[src/sv/khegp_pkg.sv]
// shared constants, types and range tables of the keyed hash edge gate
package khegp_pkg;

  localparam int PROB_FRAC_BITS = 32;
  localparam int PROB_W         = PROB_FRAC_BITS + 1;
  localparam int MAX_FACTORS    = 5;
  localparam int KEY_W          = 64;
  localparam int DEG_W          = 32;
  localparam int FACT_W         = 3;
  localparam int HASH_W         = 64;
  localparam int U_W            = 53;
  localparam int CFG_IDX_W      = 2;
  localparam int CFG_DATA_W     = 64;

  localparam logic [HASH_W-1:0] MIX_GOLD = 64'h9e3779b97f4a7c15;
  localparam logic [HASH_W-1:0] MIX_M1   = 64'hbf58476d1ce4e5b9;
  localparam logic [HASH_W-1:0] MIX_M2   = 64'h94d049bb133111eb;
  localparam logic [HASH_W-1:0] SEED_XOR = 64'h243f6a8885a308d3;

  localparam logic [CFG_IDX_W-1:0] CFG_GATED = 2'd0;
  localparam logic [CFG_IDX_W-1:0] CFG_COUNT = 2'd1;
  localparam logic [CFG_IDX_W-1:0] CFG_SEED  = 2'd2;

  // range ends in hundredths, rounded half up to fixed point
  localparam logic [PROB_FRAC_BITS-1:0] FX_02 =
    PROB_FRAC_BITS'(((64'd2 << PROB_FRAC_BITS) + 64'd50) / 64'd100);
  localparam logic [PROB_FRAC_BITS-1:0] FX_05 =
    PROB_FRAC_BITS'(((64'd5 << PROB_FRAC_BITS) + 64'd50) / 64'd100);
  localparam logic [PROB_FRAC_BITS-1:0] FX_10 =
    PROB_FRAC_BITS'(((64'd10 << PROB_FRAC_BITS) + 64'd50) / 64'd100);
  localparam logic [PROB_FRAC_BITS-1:0] FX_12 =
    PROB_FRAC_BITS'(((64'd12 << PROB_FRAC_BITS) + 64'd50) / 64'd100);
  localparam logic [PROB_FRAC_BITS-1:0] FX_15 =
    PROB_FRAC_BITS'(((64'd15 << PROB_FRAC_BITS) + 64'd50) / 64'd100);
  localparam logic [PROB_FRAC_BITS-1:0] FX_18 =
    PROB_FRAC_BITS'(((64'd18 << PROB_FRAC_BITS) + 64'd50) / 64'd100);
  localparam logic [PROB_FRAC_BITS-1:0] FX_22 =
    PROB_FRAC_BITS'(((64'd22 << PROB_FRAC_BITS) + 64'd50) / 64'd100);
  localparam logic [PROB_FRAC_BITS-1:0] FX_30 =
    PROB_FRAC_BITS'(((64'd30 << PROB_FRAC_BITS) + 64'd50) / 64'd100);
  localparam logic [PROB_FRAC_BITS-1:0] FX_35 =
    PROB_FRAC_BITS'(((64'd35 << PROB_FRAC_BITS) + 64'd50) / 64'd100);
  localparam logic [PROB_FRAC_BITS-1:0] FX_45 =
    PROB_FRAC_BITS'(((64'd45 << PROB_FRAC_BITS) + 64'd50) / 64'd100);
  localparam logic [PROB_FRAC_BITS-1:0] FX_55 =
    PROB_FRAC_BITS'(((64'd55 << PROB_FRAC_BITS) + 64'd50) / 64'd100);
  localparam logic [PROB_FRAC_BITS-1:0] FX_90 =
    PROB_FRAC_BITS'(((64'd90 << PROB_FRAC_BITS) + 64'd50) / 64'd100);
  localparam logic [PROB_FRAC_BITS-1:0] FX_95 =
    PROB_FRAC_BITS'(((64'd95 << PROB_FRAC_BITS) + 64'd50) / 64'd100);

  typedef struct packed {
    logic [KEY_W-1:0]  src;
    logic [KEY_W-1:0]  dst;
    logic [DEG_W-1:0]  deg;
    logic [FACT_W-1:0] factor;
    logic [FACT_W-1:0] count;
    logic              last;
    logic              gated;
  } tag_t;

  function automatic logic [PROB_FRAC_BITS-1:0] gate_lo(input logic [FACT_W-1:0] count,
                                                         input logic [FACT_W-1:0] f);
    logic [PROB_FRAC_BITS-1:0] r;
    if (count == FACT_W'(2)) begin
      r = (f == FACT_W'(1)) ? FX_10 : FX_55;
    end else if (count == FACT_W'(3)) begin
      case (f)
        FACT_W'(1): r = FX_05;
        FACT_W'(2): r = FX_35;
        default:    r = FX_15;
      endcase
    end else begin
      case (f)
        FACT_W'(2): r = FX_45;
        FACT_W'(3): r = FX_12;
        FACT_W'(4): r = FX_05;
        default:    r = FX_02;
      endcase
    end
    return r;
  endfunction

  function automatic logic [PROB_FRAC_BITS-1:0] gate_hi(input logic [FACT_W-1:0] count,
                                                         input logic [FACT_W-1:0] f);
    logic [PROB_FRAC_BITS-1:0] r;
    if (count == FACT_W'(2)) begin
      r = (f == FACT_W'(1)) ? FX_45 : FX_95;
    end else if (count == FACT_W'(3)) begin
      case (f)
        FACT_W'(1): r = FX_30;
        FACT_W'(2): r = FX_90;
        default:    r = FX_55;
      endcase
    end else begin
      case (f)
        FACT_W'(2): r = FX_95;
        FACT_W'(3): r = FX_45;
        FACT_W'(4): r = FX_22;
        default:    r = FX_18;
      endcase
    end
    return r;
  endfunction

endpackage

[src/sv/khegp_gate.sv]
// range lookup and hash scaling into the dividend of the probability
module khegp_gate
  import khegp_pkg::*;
(
  input  logic              clk,
  input  logic              rst,
  input  logic              en,
  input  logic              in_valid,
  input  logic [HASH_W-1:0] in_hash,
  input  tag_t              in_tag,
  output logic              out_valid,
  output logic [PROB_W-1:0] out_num,
  output tag_t              out_tag
);

  logic [2:0]                vld;
  tag_t                      tag [0:2];
  logic [PROB_FRAC_BITS-1:0] lo0, diff0, lo1;
  logic [U_W-1:0]            u0;
  logic [63:0]               pa;
  logic [52:0]               pb;
  logic [84:0]               sum;
  logic [PROB_FRAC_BITS-1:0] scaled;

  assign sum    = {21'b0, pa} + {pb, 32'b0};
  assign scaled = sum[84:53];

  always_ff @(posedge clk) begin
    if (rst) begin
      vld <= '0;
    end else if (en) begin
      vld <= {vld[1:0], in_valid};
    end
  end

  always_ff @(posedge clk) begin
    if (en) begin
      lo0     <= gate_lo(in_tag.count, in_tag.factor);
      diff0   <= gate_hi(in_tag.count, in_tag.factor) - gate_lo(in_tag.count, in_tag.factor);
      u0      <= in_hash[HASH_W-1 -: U_W];
      tag[0]  <= in_tag;
      pa      <= 64'(diff0) * 64'(u0[31:0]);
      pb      <= 53'(diff0) * 53'(u0[52:32]);
      lo1     <= lo0;
      tag[1]  <= tag[0];
      out_num <= tag[1].gated ? PROB_W'(lo1) + PROB_W'(scaled)
                              : PROB_W'(1) << PROB_FRAC_BITS;
      tag[2]  <= tag[1];
    end
  end

  assign out_valid = vld[2];
  assign out_tag   = tag[2];

endmodule

[config.mk]
export PLATFORM = sky130hd
export DESIGN_NAME = khegp_gate
export DESIGN_NICKNAME = d
export VERILOG_FILES = /design/src/sv/khegp_pkg.sv /design/src/sv/khegp_gate.sv
export SDC_FILE = /design/constraint.sdc
export NUM_CORES = 2
export LEC_CHECK = 0
export ABC_CLOCK_PERIOD_IN_PS = 8100
export BUFFER_PORTS_ARGS = -buffer_cell sky130_fd_sc_hd__buf_2
export CORE_MARGIN = 5
export CORE_UTILIZATION = 45
export CTS_CLUSTER_SIZE = 8
export DETAILED_ROUTE_END_ITERATION = 10
export PLACE_DENSITY = 0.63
export SLEW_MARGIN = 25
export SYNTH_ARGS = -nofsm -noshare
export SYNTH_HDL_FRONTEND = slang
export SYNTH_SLANG_ARGS = --single-unit
[constraint.sdc]
create_clock -name clk -period 8.1 [get_ports clk]
set_input_delay 1.62 -clock clk [delete_from_list [all_inputs] [get_ports clk]]
set_output_delay 1.62 -clock clk [all_outputs]
set_load 0.1 [all_outputs]
==> results by group <==
Worst setup path
  – Worst R2R Start: diff0[12]
  – FF-to-FF setup slack: 90 ps
  – Top delay family on crit path: adder cells
  – Setup crit start kind: flip-flop
  – Setup Crit Path Kind: flip-flop to flip-flop
  – Worst EP arrival: 8420 ps
  – CP max FO: 6
  – Worst EP required: 8510 ps
  – Cells on worst reg2reg path: 27
  – Worst Path Buf+Inv: 8
  – Worst Setup End Kind: flip-flop
  – Crit. path cell count: 27
  – Critical Path Start: diff0[12]
  – R2r endpoint: pa[57]
  – Crit path top cell by count: fa_1
  – Setup crit end: pa[57]
  – Slowest stage delay, CP: 610 ps
  – Slowest CP cell: fa_1

Logic synthesis
  – #FFs+latches synth: 746
  – Synth cell types: 76
  – Post-synth top cells: 1554 x inv_1, 1464 x fa_1, 938 x nand2_1, 885 x and2_1, 743 x edfxtp_1
  – Number of enable flip-flop cells after synthesis: 743
  – Async SR Flop Fraction: 0%
  – Largest cells by area after synthesis: fa_1 36%, edfxtp_1 27%, ha_1 7.7%
  – Combinational family with the most area after synthesis: adder cells
  – Sequential-to-total area share from yosys stat: 27.14%
  – Post-synthesis mux area share: 0.04856%
  – Post-synth top area share: 35.55%
  – Ys flop type: edfxtp_1
  – Simple-gate share of the synthesized area: 13.11%
  – Syn Inst Count: 7708
  – Synth Area in Adders: 43.29%
  – Syn_nets: 9918
  – Synth warnings: 0
  – Syn Std Cell Area: 82440 um^2
  – Post-synthesis xor/xnor area fraction: 1.732%
  – Synth Area in Compound Gates: 4.313%
  – Count leader, synth: inv_1
  – Avg Inst Size Synth: 10.70 um^2
  – Leading area contributor after synthesis: fa_1

Floorplan
  – I/O pins: 438
  – Chip width: 438.0 um
  – Die area: 191900 um^2
  – Initial Utilization: 45.13%
  – Core area: 182700 um^2
  – Row count: 157
  – Die H: 438.0 um

Global routing
  – GRT overflow: 0
  – Met1 Track Usage GR: 28.19%
  – Vias in the first global route: 59880
  – Largest net degree at the start of global routing: 171
  – GR Util met3: 3.740%
  – First-pass GRT wire length: 339100 um
  – Met2 usage: 39.94%
  – Gr usage total: 22.77%
  – GRT Max-Usage Layer: met2
  – Initial antenna violation count: 18

Hold path
  – Hold WC Path Type: flip-flop to flip-flop
  – Hold Startpoint: tag[0][76]

Clock tree
  – CTS Root Cell: clkbuf_16
  – Worst skew pair latency: 750 ps
  – CTS Sinks: 746
  – H-tree depth: 3
  – Hold Buf Count CTS: 0
  – Worst-path clk slew: 60 ps
  – CTS max path bufs: 3
  – Total CTS buffers: 108
  – TritonCTS clock tree: built

STA
  – Hold Violations, Final: 0
  – Final period util: 98.93%
  – Min Tclk post-route: 8013 ps
  – Achievable Freq: 0.1248 GHz
  – Worst slew pin tran: 976.5 ps
  – Final hold slack: 386.9 ps
  – Rel. slew slack: 34.90%
  – Setup Skew: 94.73 ps
  – Max-slew violations: 0
  – RSZ-0062 raised after global routing: true
  – Final setup vio count: 0

Placed design
  – Port Buf Inserts: 426
  – GP Congestion: 0.9301
  – DPL Wire Length: 170500 um
  – Placement Cell Area: 88340 um^2

Detailed routing
  – DR vias: 54600
  – Iteration-0 DRC Markers: 3311
  – Via/cell ratio: 5.170
  – Final ANT Viol Nets: 0
  – Router iterations before antenna repair: 6
  – Final WL: 215800 um
  – DRC viols: 0
  – WL/cell: 20.44 um

Flow run
  – Maxcap violations: 0

Run status
  – Status: finished, final reports clean

Layout
  – Fin area: 92820 um^2
  – Share of layout cells above drive strength 1: 13.37%
  – Area growth from synthesis to layout: 12.59%
  – Fillers: 16330
  – Final Net Count: 10330
-- cells in the final DEF, fill, tap and decap left out, types with 26 or more instances in the layout --
cell       count
inv_1       1548
fa_1        1433
a21oi_1      156
clkbuf_1      30
a21o_1       104
xor2_1        58
and2_1       883
o21ai_0       91
buf_4        333
nor3_1        27
xnor2_1      101
nand2_1      936
o21bai_1      26
nand4_1       38
fa_2          31
ha_1         500
clkbuf_16    115
nor2_1       137
buf_2        425
nand3_1       40
buf_12        61
edfxtp_1     743
-- registers in the layout (all words and copies together), names as in the netlist --
| name | flops |
|---|---|
| pb | 53 |
| lo1 | 18 |
| pa | 32 |
| u0 | 53 |
| lo0 | 18 |
| tag | 504 |
| out_num | 33 |
| vld | 3 |
| diff0 | 32 |
-- stage by stage --
stage,utilization [%],setup TNS [ps],instances,setup WS (ps)
after floorplan,-,0,7708,363.0
after global placement,48.36,-1313,10350,-237.4
after detailed placement,48.36,-3009,10350,-346.8
after CTS,50.20,-0.7061,10510,-0.7061
after global routing,50.81,-925.9,10560,-151.1
final,50.81,0,10560,86.89
-- cell families (layout without fill, tap and decap cells) --
logic type,after synthesis,after routing
AO/OA/AOI/OAI,546,546
multiplexers,4,4
other,0,10
flip-flops,746,746
adder cells (fa/ha/maj),1974,1974
XOR/XNOR,163,163
buffers and inverters,2110,2567
AND/OR/NAND/NOR,2165,2165
-- metal layers --
layer  part of all wire, %  vias to the layer above
met3                   6.0                      407
met1                    39                    28360
met4                   4.3                        0
li1                      -                    24160
met5                     0                        -
met2                    51                     1677
-- worst min-delay path by stage --
stage	slack [ps]	cells past startpoint	end
finish	390	0	tag[0][244]
global route	390	0	tag[0][355]
global placement	400	0	tag[0][192]
floorplan	400	0	lo1[0]
CTS	370	0	tag[0][244]
detailed placement	400	0	lo1[16]
-- what timing repair did --
| item | 4_1_cts | 5_1_grt |
|---|---|---|
| gates cloned | 0 | 7 |
| setup endpoints to repair | 24 | 28 |
| pin swaps | 6 | 84 |
| buffers inserted | 3 | 35 |
| gates resized for setup | 29 | 136 |
-- area by class of cell --
| class | count | area, um^2 | area share [%] |
|---|---|---|---|
| Timing Repair Buffer | 853 | 6354 | 6.845 |
| Inverter | 1556 | 5841 | 6.292 |
| Multi-Input combinational cell | 4852 | 52050 | 56.08 |
| Tap cell | 2385 | 2984 | 3.215 |
| Clock buffer | 140 | 2843 | 3.063 |
| Sequential cell | 746 | 22370 | 24.10 |
| Clock inverter | 18 | 349.1 | 0.3761 |
| Antenna cell | 10 | 25.02 | 0.02696 |
Power is left out: the tool's default activity adds up to more than one toggle a clock period on the data nets, which glitch-free logic cannot reach.
